[config.mk]
export PLATFORM = sky130hd
export DESIGN_NAME = packed_list_entry_parser
export DESIGN_NICKNAME = d
export VERILOG_FILES = /design/src/hdl/plep_pkg.sv /design/src/hdl/packed_list_entry_parser.sv /design/src/hdl/plep_decode.sv /design/src/hdl/plep_out_fifo.sv
export SDC_FILE = /design/constraint.sdc
export NUM_CORES = 1
export LEC_CHECK = 0
export BUFFER_PORTS_ARGS = -buffer_cell sky130_fd_sc_hd__clkbuf_2
export CORE_MARGIN = 3
export CORE_UTILIZATION = 28
export CTS_BUF_LIST = sky130_fd_sc_hd__clkbuf_4 sky130_fd_sc_hd__clkbuf_8
export CTS_CLUSTER_DIAMETER = 100
export DETAILED_ROUTE_END_ITERATION = 16
export GPL_ROUTABILITY_DRIVEN = 0
export PLACE_DENSITY = 0.42
export SLEW_MARGIN = 5
export SYNTH_ARGS = -nofsm -noshare
export SYNTH_HDL_FRONTEND = slang
export SYNTH_SLANG_ARGS = --single-unit
[constraint.sdc]
create_clock -name i_clk -period 8.6 [get_ports i_clk]
set_input_delay 2.58 -clock i_clk [delete_from_list [all_inputs] [get_ports i_clk]]
set_output_delay 2.58 -clock i_clk [all_outputs]
set_load 0.1 [all_outputs]
[src/hdl/plep_pkg.sv]
// Types and codes for the packed list entry parser.
// No dependencies; imported by every module of the block.
package plep_pkg;

    typedef struct packed {
        logic [7:0] data_byte;
        logic       buffer_end;
    } t_in;

    typedef struct packed {
        logic [2:0]         result_kind;
        logic [7:0]         payload_byte;
        logic signed [63:0] int_value;
        logic               string_end;
        logic [1:0]         error_code;
        logic [15:0]        entry_index;
        logic               run_last;
    } t_out;

    // up to two results caused by one input item
    typedef struct packed {
        logic [1:0] count;
        t_out       item0;
        t_out       item1;
    } t_res_pair;

    localparam logic [2:0] KIND_STR_BYTE  = 3'd0;
    localparam logic [2:0] KIND_INT       = 3'd1;
    localparam logic [2:0] KIND_EMPTY_STR = 3'd2;
    localparam logic [2:0] KIND_LIST_DONE = 3'd3;
    localparam logic [2:0] KIND_ERROR     = 3'd4;

    localparam logic [1:0] ERR_NONE      = 2'd0;
    localparam logic [1:0] ERR_BAD_ENC   = 2'd1;
    localparam logic [1:0] ERR_TRUNCATED = 2'd2;
    localparam logic [1:0] ERR_COUNT     = 2'd3;

    typedef enum logic [3:0] {
        PH_HDR,
        PH_PREV,
        PH_PREVLONG,
        PH_ENC,
        PH_LEN,
        PH_INT,
        PH_STR
    } t_phase;

    typedef struct packed {
        t_phase      phase;
        logic [3:0]  hdr_seen;
        logic [15:0] declared;
        logic [15:0] done;
        logic [3:0]  field_left;
        logic [63:0] acc;
        logic [31:0] str_left;
        logic [2:0]  int_code;
    } t_state;

    localparam t_state ST_CLEAR = '{
        phase:      PH_HDR,
        hdr_seen:   4'd0,
        declared:   16'd0,
        done:       16'd0,
        field_left: 4'd0,
        acc:        64'd0,
        str_left:   32'd0,
        int_code:   3'd0
    };

endpackage

[src/hdl/packed_list_entry_parser.sv]
// Top level of the packed list entry parser.
// Depends on plep_pkg, plep_decode and plep_out_fifo.
//
// Takes one buffer byte per cycle while o_in_ready is high. Each byte lands in
// an input register and is decoded against the parser state once the result
// queue has room; its results (none, one or two) go into a four-entry result
// queue that drains one item per cycle while the consumer is ready. A byte that
// gives two results (an entry plus list complete, or an entry plus truncation
// error) writes both into the queue at once, so the input stalls only when the
// queue cannot take two more results.
module packed_list_entry_parser import plep_pkg::*; (
    input  logic i_clk,
    input  logic i_rst_n,
    input  logic i_in_valid,
    output logic o_in_ready,
    input  t_in  i_in_data,
    output logic o_out_valid,
    input  logic i_out_ready,
    output t_out o_out_data
);

    t_in       r_in;
    logic      r_in_valid;
    t_state    r_state;
    logic      n_in_valid;
    t_state    n_state;
    t_res_pair dec_res;
    t_res_pair push;
    logic      fifo_room;
    logic      proc;

    assign proc       = r_in_valid && fifo_room;
    assign o_in_ready = !r_in_valid || proc;
    assign n_in_valid = (i_in_valid && o_in_ready) || (r_in_valid && !proc);

    plep_decode u_decode (
        .i_state (r_state),
        .i_item  (r_in),
        .o_state (n_state),
        .o_res   (dec_res)
    );

    always_comb begin
        push = dec_res;
        if (!proc) begin
            push.count = 2'd0;
        end
    end

    plep_out_fifo u_out_fifo (
        .i_clk   (i_clk),
        .i_rst_n (i_rst_n),
        .i_push  (push),
        .o_room  (fifo_room),
        .o_valid (o_out_valid),
        .i_ready (i_out_ready),
        .o_data  (o_out_data)
    );

    always_ff @(posedge i_clk) begin
        if (i_in_valid && o_in_ready) begin
            r_in <= i_in_data;
        end
    end

    always_ff @(posedge i_clk) begin
        if (!i_rst_n) begin
            r_in_valid <= 1'b0;
            r_state    <= ST_CLEAR;
        end else begin
            r_in_valid <= n_in_valid;
            if (proc) begin
                r_state <= n_state;
            end
        end
    end

endmodule

[src/hdl/plep_decode.sv]
// Per-byte decode: next parser state and the results caused by one item.
// Pure combinational; depends on plep_pkg.
module plep_decode import plep_pkg::*; (
    input  t_state    i_state,
    input  t_in       i_item,
    output t_state    o_state,
    output t_res_pair o_res
);

    localparam logic [7:0] ENC_STR_LIMIT = 8'hC0;
    localparam logic [7:0] ENC_STR_MASK  = 8'hC0;
    localparam logic [7:0] ENC_STR6      = 8'h00;
    localparam logic [7:0] ENC_STR14     = 8'h40;
    localparam logic [7:0] ENC_LEN6_MASK = 8'h3F;
    localparam logic [7:0] ENC_INT8      = 8'hFE;
    localparam logic [7:0] ENC_INT16     = 8'hC0;
    localparam logic [7:0] ENC_INT24     = 8'hF0;
    localparam logic [7:0] ENC_INT32     = 8'hD0;
    localparam logic [7:0] ENC_INT64     = 8'hE0;
    localparam logic [7:0] ENC_IMM_LO    = 8'hF1;
    localparam logic [7:0] ENC_IMM_HI    = 8'hFD;
    localparam logic [7:0] END_MARK      = 8'hFF;
    localparam logic [7:0] PREV_LONG     = 8'hFE;

    localparam logic [3:0] HDR_LEN    = 4'd10;
    localparam logic [3:0] HDR_CNT_LO = 4'd8;
    localparam logic [3:0] HDR_CNT_HI = 4'd9;

    localparam logic [2:0] IW_8  = 3'd0;
    localparam logic [2:0] IW_16 = 3'd1;
    localparam logic [2:0] IW_24 = 3'd2;
    localparam logic [2:0] IW_32 = 3'd3;
    localparam logic [2:0] IW_64 = 3'd4;

    logic [7:0]  b;
    logic        last;
    logic [15:0] done_inc;
    logic [3:0]  hdr_inc;
    logic        hdr_done;
    logic [15:0] declared_next;
    logic [3:0]  fl_dec;
    logic [31:0] acc_len;
    logic [31:0] str_dec;
    logic [3:0]  int_total;
    logic [3:0]  pos_full;
    logic [63:0] acc_int;
    logic [63:0] int_sext;
    logic [63:0] imm_val;
    logic        is_int_start;

    logic        ent_emit;
    logic [2:0]  ent_kind;
    logic [7:0]  ent_pay;
    logic [63:0] ent_val;
    logic        ent_send;
    logic        fin;
    logic        err;
    logic [1:0]  err_code;
    logic        hdr_empty;
    logic        list_done;
    logic        terminal;
    logic        trunc;
    logic [15:0] trunc_idx;

    assign b         = i_item.data_byte;
    assign last      = i_item.buffer_end;
    assign done_inc  = i_state.done + 16'd1;
    assign hdr_inc   = i_state.hdr_seen + 4'd1;
    assign hdr_done  = (hdr_inc >= HDR_LEN);
    assign fl_dec    = i_state.field_left - {3'd0, i_state.field_left != 4'd0};
    assign acc_len   = {i_state.acc[23:0], b};
    assign str_dec   = i_state.str_left - {31'd0, i_state.str_left != 32'd0};
    assign pos_full  = int_total - i_state.field_left;
    assign imm_val   = {60'd0, b[3:0]} - 64'd1;
    assign is_int_start = (b == ENC_INT8) || (b == ENC_INT16) || (b == ENC_INT24)
                       || (b == ENC_INT32) || (b == ENC_INT64);

    always_comb begin
        declared_next = i_state.declared;
        if (i_state.hdr_seen == HDR_CNT_LO) begin
            declared_next = {8'd0, b};
        end else if (i_state.hdr_seen == HDR_CNT_HI) begin
            declared_next = {b, i_state.declared[7:0]};
        end
    end

    always_comb begin
        case (i_state.int_code)
            IW_8:    int_total = 4'd1;
            IW_16:   int_total = 4'd2;
            IW_24:   int_total = 4'd3;
            IW_32:   int_total = 4'd4;
            default: int_total = 4'd8;
        endcase
    end

    // little-endian byte lane insert
    always_comb begin
        acc_int = i_state.acc;
        for (int k = 0; k < 8; k++) begin
            if (pos_full[2:0] == 3'(k)) begin
                acc_int[8*k +: 8] = i_state.acc[8*k +: 8] | b;
            end
        end
    end

    always_comb begin
        case (i_state.int_code)
            IW_8:    int_sext = {{56{acc_int[7]}},  acc_int[7:0]};
            IW_16:   int_sext = {{48{acc_int[15]}}, acc_int[15:0]};
            IW_24:   int_sext = {{40{acc_int[23]}}, acc_int[23:0]};
            IW_32:   int_sext = {{32{acc_int[31]}}, acc_int[31:0]};
            default: int_sext = acc_int;
        endcase
    end

    // events of this byte
    always_comb begin
        ent_emit  = 1'b0;
        ent_kind  = KIND_STR_BYTE;
        ent_pay   = 8'd0;
        ent_val   = 64'd0;
        ent_send  = 1'b0;
        fin       = 1'b0;
        err       = 1'b0;
        err_code  = ERR_NONE;
        hdr_empty = 1'b0;
        case (i_state.phase)
            PH_HDR: begin
                hdr_empty = hdr_done && (declared_next == 16'd0);
            end
            PH_PREV: begin
                if (b == END_MARK) begin
                    err      = 1'b1;
                    err_code = ERR_COUNT;
                end
            end
            PH_ENC: begin
                if (b < ENC_STR_LIMIT) begin
                    if (((b & ENC_STR_MASK) == ENC_STR6) && ((b & ENC_LEN6_MASK) == 8'd0)) begin
                        ent_emit = 1'b1;
                        ent_kind = KIND_EMPTY_STR;
                        fin      = 1'b1;
                    end
                end else if (is_int_start) begin
                    ent_emit = 1'b0;
                end else if ((b >= ENC_IMM_LO) && (b <= ENC_IMM_HI)) begin
                    ent_emit = 1'b1;
                    ent_kind = KIND_INT;
                    ent_val  = imm_val;
                    fin      = 1'b1;
                end else begin
                    err      = 1'b1;
                    err_code = ERR_BAD_ENC;
                end
            end
            PH_LEN: begin
                if ((fl_dec == 4'd0) && (acc_len == 32'd0)) begin
                    ent_emit = 1'b1;
                    ent_kind = KIND_EMPTY_STR;
                    fin      = 1'b1;
                end
            end
            PH_INT: begin
                if (fl_dec == 4'd0) begin
                    ent_emit = 1'b1;
                    ent_kind = KIND_INT;
                    ent_val  = int_sext;
                    fin      = 1'b1;
                end
            end
            PH_STR: begin
                ent_emit = 1'b1;
                ent_kind = KIND_STR_BYTE;
                ent_pay  = b;
                ent_send = (str_dec == 32'd0);
                fin      = (str_dec == 32'd0);
            end
            default: begin
                ent_emit = 1'b0;
            end
        endcase
    end

    assign list_done = fin && (done_inc == i_state.declared);
    assign terminal  = err || list_done || hdr_empty;
    assign trunc     = last && !terminal;
    assign trunc_idx = fin ? done_inc : i_state.done;

    // next state
    always_comb begin
        o_state = i_state;
        case (i_state.phase)
            PH_HDR: begin
                o_state.hdr_seen = hdr_done ? 4'd0 : hdr_inc;
                o_state.declared = declared_next;
                if (hdr_done) begin
                    o_state.done  = 16'd0;
                    o_state.phase = PH_PREV;
                end
            end
            PH_PREV: begin
                if (b == PREV_LONG) begin
                    o_state.field_left = 4'd4;
                    o_state.phase      = PH_PREVLONG;
                end else begin
                    o_state.phase = PH_ENC;
                end
            end
            PH_PREVLONG: begin
                o_state.field_left = fl_dec;
                if (fl_dec == 4'd0) begin
                    o_state.phase = PH_ENC;
                end
            end
            PH_ENC: begin
                if (b < ENC_STR_LIMIT) begin
                    if ((b & ENC_STR_MASK) == ENC_STR6) begin
                        o_state.str_left = {26'd0, b[5:0]};
                        o_state.phase    = PH_STR;
                    end else if ((b & ENC_STR_MASK) == ENC_STR14) begin
                        o_state.acc        = {58'd0, b[5:0]};
                        o_state.field_left = 4'd1;
                        o_state.phase      = PH_LEN;
                    end else begin
                        o_state.acc        = 64'd0;
                        o_state.field_left = 4'd4;
                        o_state.phase      = PH_LEN;
                    end
                end else if (is_int_start) begin
                    o_state.acc   = 64'd0;
                    o_state.phase = PH_INT;
                    case (b)
                        ENC_INT8: begin
                            o_state.int_code   = IW_8;
                            o_state.field_left = 4'd1;
                        end
                        ENC_INT16: begin
                            o_state.int_code   = IW_16;
                            o_state.field_left = 4'd2;
                        end
                        ENC_INT24: begin
                            o_state.int_code   = IW_24;
                            o_state.field_left = 4'd3;
                        end
                        ENC_INT32: begin
                            o_state.int_code   = IW_32;
                            o_state.field_left = 4'd4;
                        end
                        default: begin
                            o_state.int_code   = IW_64;
                            o_state.field_left = 4'd8;
                        end
                    endcase
                end
            end
            PH_LEN: begin
                o_state.acc        = {32'd0, acc_len};
                o_state.field_left = fl_dec;
                if (fl_dec == 4'd0) begin
                    o_state.str_left = acc_len;
                    o_state.acc      = 64'd0;
                    o_state.phase    = PH_STR;
                end
            end
            PH_INT: begin
                o_state.acc        = acc_int;
                o_state.field_left = fl_dec;
                if (fl_dec == 4'd0) begin
                    o_state.acc = 64'd0;
                end
            end
            PH_STR: begin
                o_state.str_left = str_dec;
            end
            default: begin
                o_state = ST_CLEAR;
            end
        endcase
        if (fin) begin
            o_state.done  = done_inc;
            o_state.phase = PH_PREV;
        end
        if (terminal || trunc) begin
            o_state = ST_CLEAR;
        end
    end

    // results in order: entry, list complete, error, truncation
    always_comb begin
        t_out       cand [4];
        logic [3:0] cand_v;
        logic [2:0] n;
        cand[0]              = '0;
        cand[0].result_kind  = ent_kind;
        cand[0].payload_byte = ent_pay;
        cand[0].int_value    = ent_val;
        cand[0].string_end   = ent_send;
        cand[0].entry_index  = i_state.done;
        cand[1]              = '0;
        cand[1].result_kind  = KIND_LIST_DONE;
        cand[1].entry_index  = hdr_empty ? 16'd0 : done_inc;
        cand[2]              = '0;
        cand[2].result_kind  = KIND_ERROR;
        cand[2].error_code   = err_code;
        cand[2].entry_index  = i_state.done;
        cand[3]              = '0;
        cand[3].result_kind  = KIND_ERROR;
        cand[3].error_code   = ERR_TRUNCATED;
        cand[3].entry_index  = trunc_idx;
        cand_v = {trunc, err, list_done || hdr_empty, ent_emit};
        o_res  = '0;
        n      = 3'd0;
        for (int k = 0; k < 4; k++) begin
            if (cand_v[k]) begin
                if (n == 3'd0) begin
                    o_res.item0 = cand[k];
                end else if (n == 3'd1) begin
                    o_res.item1 = cand[k];
                end
                n = n + 3'd1;
            end
        end
        if (n == 3'd1) begin
            o_res.item0.run_last = 1'b1;
        end else if (n >= 3'd2) begin
            o_res.item1.run_last = 1'b1;
        end
        o_res.count = (n >= 3'd2) ? 2'd2 : n[1:0];
    end

endmodule

[src/hdl/plep_out_fifo.sv]
// Four-entry result queue: takes up to two results a cycle, gives one while i_ready is high.
// Depends on plep_pkg.
module plep_out_fifo import plep_pkg::*; (
    input  logic      i_clk,
    input  logic      i_rst_n,
    input  t_res_pair i_push,
    output logic      o_room,
    output logic      o_valid,
    input  logic      i_ready,
    output t_out      o_data
);

    localparam int DEPTH = 4;
    localparam int AW    = $clog2(DEPTH);
    localparam int CW    = $clog2(DEPTH + 1);

    t_out          r_mem [DEPTH];
    logic [AW-1:0] r_wr_ptr;
    logic [AW-1:0] r_rd_ptr;
    logic [CW-1:0] r_count;
    logic [AW-1:0] n_wr_ptr;
    logic [AW-1:0] n_rd_ptr;
    logic [CW-1:0] n_count;
    logic          pop;

    assign o_valid = (r_count != '0);
    assign o_data  = r_mem[r_rd_ptr];
    assign pop     = o_valid && i_ready;
    assign o_room  = (r_count - CW'(pop)) <= CW'(DEPTH - 2);

    assign n_wr_ptr = r_wr_ptr + AW'(i_push.count);
    assign n_rd_ptr = r_rd_ptr + AW'(pop);
    assign n_count  = r_count + CW'(i_push.count) - CW'(pop);

    always_ff @(posedge i_clk) begin
        if (i_push.count != 2'd0) begin
            r_mem[r_wr_ptr] <= i_push.item0;
        end
        if (i_push.count == 2'd2) begin
            r_mem[r_wr_ptr + AW'(1)] <= i_push.item1;
        end
    end

    always_ff @(posedge i_clk) begin
        if (!i_rst_n) begin
            r_wr_ptr <= '0;
            r_rd_ptr <= '0;
            r_count  <= '0;
        end else begin
            r_wr_ptr <= n_wr_ptr;
            r_rd_ptr <= n_rd_ptr;
            r_count  <= n_count;
        end
    end

endmodule

==> flow_metrics.env <==
export IMPL_status="complete, no violations"
export IMPL_finalNetCount=3081
export IMPL_dp_hpwl_mm=62.3
export IMPL_slew_violations=0
export IMPL_rsz0062_at_grt="false"
export IMPL_htree_levels=3
export IMPL_worstSkewPairLatency_ns=0.73
export IMPL_coreArea_mm2=0.100
export IMPL_cts_buffers=101
export IMPL_rows=116
export IMPL_max_stage_delay_ns=0.65
export IMPL_static_leakage_power_nw=12.0
export IMPL_clk_path_buf_depth=3
export IMPL_cp_buffers_inverters=2
export IMPL_sw_frac_of_total=0.342
export IMPL_drt_total_wl_mm=99.4
export IMPL_seq_area_frac_synth=0.415
export IMPL_crit_arrival_ns=8.37
export IMPL_cp_slowest_cell="o21ai_4"
export IMPL_worst_slew_pin_slew_ns=1.29
export IMPL_boundaryPins=110
export IMPL_drv_cap=0
export IMPL_finalClockSkew_ns=0.0234
export IMPL_slew_headroom=0.141
export IMPL_cts_setup_buffers=0
export IMPL_synth_edff_count=97
export IMPL_synth_area_leaders="dfxtp_1, edfxtp_1, mux4_2, mux2i_1, nand2_1"
export IMPL_yosys_warnings=0
export IMPL_io_buffers=109
export IMPL_drive_gt1_frac=0.169
export IMPL_synthTopCellsByCount="nand2_1, dfxtp_1, mux2i_1"
export IMPL_synth_most_common_cell="nand2_1"
export IMPL_die_h_um=324
export IMPL_max_freq_ghz=0.129
export IMPL_clk_root_buffer_cell="clkbuf_8"
export IMPL_cts_hold_buf=0
export IMPL_post_route_min_period_ns=7.73
export IMPL_wl_per_cell_um=22.5
export IMPL_filler_cell_count=10300
export IMPL_cp_required_ns=9.24
export IMPL_ir_drop_mv=0.165
export IMPL_cts_repair_resized=0
export IMPL_cts_sinks=539
export IMPL_yosysTopAreaCell="dfxtp_1"
export IMPL_num_vias=24200
export IMPL_power_switching_mw=2.32
export IMPL_ant_nets=0
export IMPL_ys_types=95
export IMPL_crit_path_frequent_cell="ha_1"
export IMPL_dieArea_mm2=0.105
export IMPL_grt_ovfl_total=0
export IMPL_clk_pin_slew_ns=0.06
export IMPL_utilization=0.320
export IMPL_clock_power_share=0.387
export IMPL_period_share=0.899
export IMPL_finalHoldViolations=0
export IMPL_min_path_type="reg -> reg"
export IMPL_internal_power_mw=4.45
export IMPL_syn_to_final_growth_pct=13.1
export IMPL_syn_avg_cell_area_um2=9.29
export IMPL_drt_initial_drc_count=2004
export IMPL_netlist_instances=3047
export IMPL_track_usage=0.186
export IMPL_synth_area_mm2=0.0283
export IMPL_grt_pass1_wl_mm=151
export IMPL_pwr_share_comb=0.208
export IMPL_grt_max_degree=127
export IMPL_cts_tree="done"
export IMPL_start_util=0.283
export IMPL_drc=0
export IMPL_via_per_inst=5.48
export IMPL_yosys_area_top_type_share=0.313
export IMPL_antenna_found_initial=1
export IMPL_path_delay_family="simple AND/OR/NAND/NOR gates"
export IMPL_cp_max_fo=26
export IMPL_crit_path_end_kind="flop"
export IMPL_start_kind="flop"
export IMPL_powerDensity_mw_per_mm2=211
export IMPL_drtPass1Iterations=5
export IMPL_crit_chain="or4_1, or3_1, nor4_1, nand2_1, ha_1, ha_1, nor3b_2, and4_1, xor2_1, or4_1, nor4_2, o21ai_1, nand2b_1, ha_1, a211o_1, nand2_1, inv_1, ha_1, nor2_1, nand2_1, o22a_2, o21ai_4, buf_4, mux2i_1"
export IMPL_synth_seq_cells=539
export IMPL_grt_pass1_vias=24100
export IMPL_die_width_um=324
export IMPL_synth_main_ff_cell="dfxtp_1"
export IMPL_syn_nets=3089
export IMPL_setup_viol=0
export IMPL_async_reset_ff_frac=0
export IMPL_setup_tns_ns=0
export IMPL_path_class="reg -> reg"
export IMPL_p_seq_frac=0.404
per-layer routing:
metal / GRT usage / vias up / wire [um]
met4: 0.0681 / 0 / 2760
li1: - / 11200 / -
met2: 0.300 / 742 / 46400
met1: 0.249 / 12100 / 44700
met3: 0.0318 / 174 / 5540
met5: 0 / - / 0
final timing paths:
kind | from | end | slack (ns) | depth (start not counted)
hold / removal | r_state[62] | r_state[62] | 0.45 | 2
setup / recovery | r_state[28] | u_out_fifo.r_mem[1][69] | 0.87 | 24
setup reg to reg | r_state[28] | u_out_fifo.r_mem[1][69] | 0.87 | 24
hold reg to reg | r_state[62] | r_state[62] | 0.45 | 2
power groups by stage:
stage	combinational, mW	sequential, mW	clock, mW
after floorplan	1.09	2.70	0
after detailed placement	1.42	2.79	0
after global placement	1.41	2.79	0
after CTS	1.42	2.74	2.71
final	1.41	2.73	2.62
after global routing	1.48	2.74	2.81
metrics by stage:
stage,hold WS (ns),instance area (um^2),total power [mW],instances,setup slack [ns]
6_report,0.455,32000,6.76,4421,0.869
5_1_grt,0.477,32000,7.04,4420,0.293
4_1_cts,0.456,32000,6.87,4419,0.799
3_5_place_dp,0.446,29900,4.21,4234,0.832
3_3_place_gp,0.441,29900,4.20,4234,0.895
2_1_floorplan,0.427,28300,3.80,3047,0.590
cells by family (layout without fill, tap and decap cells):
logic type	after synthesis	after routing	share of synthesized area
AND/OR/NAND/NOR	1089	1089	0.183
AO/OA/AOI/OAI	694	694	0.166
flip-flops	539	539	0.415
buffers and inverters	336	410	0.0547
multiplexers	309	309	0.151
XOR/XNOR	51	51	0.0158
adder cells (fa/ha/maj)	29	29	0.0133
other	0	2	0
sequential cells by signal (all words and copies together) (netlist names):
register and flops:
u_out_fifo.r_mem 380, r_state 142, u_out_fifo.r_count 3, r_in_valid 1, r_in 9, u_out_fifo.r_wr_ptr 2
u_out_fifo.r_rd_ptr 2
worst reg2reg max path, cell delays in order, from the launching register on:
cell and delay, ns:
dfxtp_1 0.36, or4_1 0.60, or3_1 0.36, nor4_1 0.26, nand2_1 0.09, ha_1 0.26, ha_1 0.28, nor3b_2 0.22
and4_1 0.31, xor2_1 0.17, or4_1 0.57, nor4_2 0.47, o21ai_1 0.16, nand2b_1 0.16, ha_1 0.33, a211o_1 0.31
nand2_1 0.11, inv_1 0.07, ha_1 0.27, nor2_1 0.09, nand2_1 0.23, o22a_2 0.55, o21ai_4 0.66, buf_4 0.52
mux2i_1 0.26
cells in the final DEF, fill, tap and decap left out, types with 37 or more instances in the layout:
master and instances:
nand2_1 510, o21ai_0 91, clkbuf_8 121, dfxtp_1 440, a22o_1 55, o22ai_1 87
inv_1 51, nor2_1 124, clkbuf_2 109, nand3_1 165, nor3_1 42, edfxtp_1 97
a21oi_1 186, a31oi_1 37, mux4_2 95, buf_4 53, mux2i_1 212
final cells by class:
class,instances,area (um^2),area share
Antenna cell,2,5.00,0.000156
Clock buffer,152,1900,0.0593
Clock inverter,33,238,0.00742
Inverter,53,199,0.00621
Multi-Input combinational cell,2172,15200,0.473
Sequential cell,539,11800,0.367
Tap cell,1298,1620,0.0507
Timing Repair Buffer,172,1140,0.0357
Power figures use the tool's default switching activity.
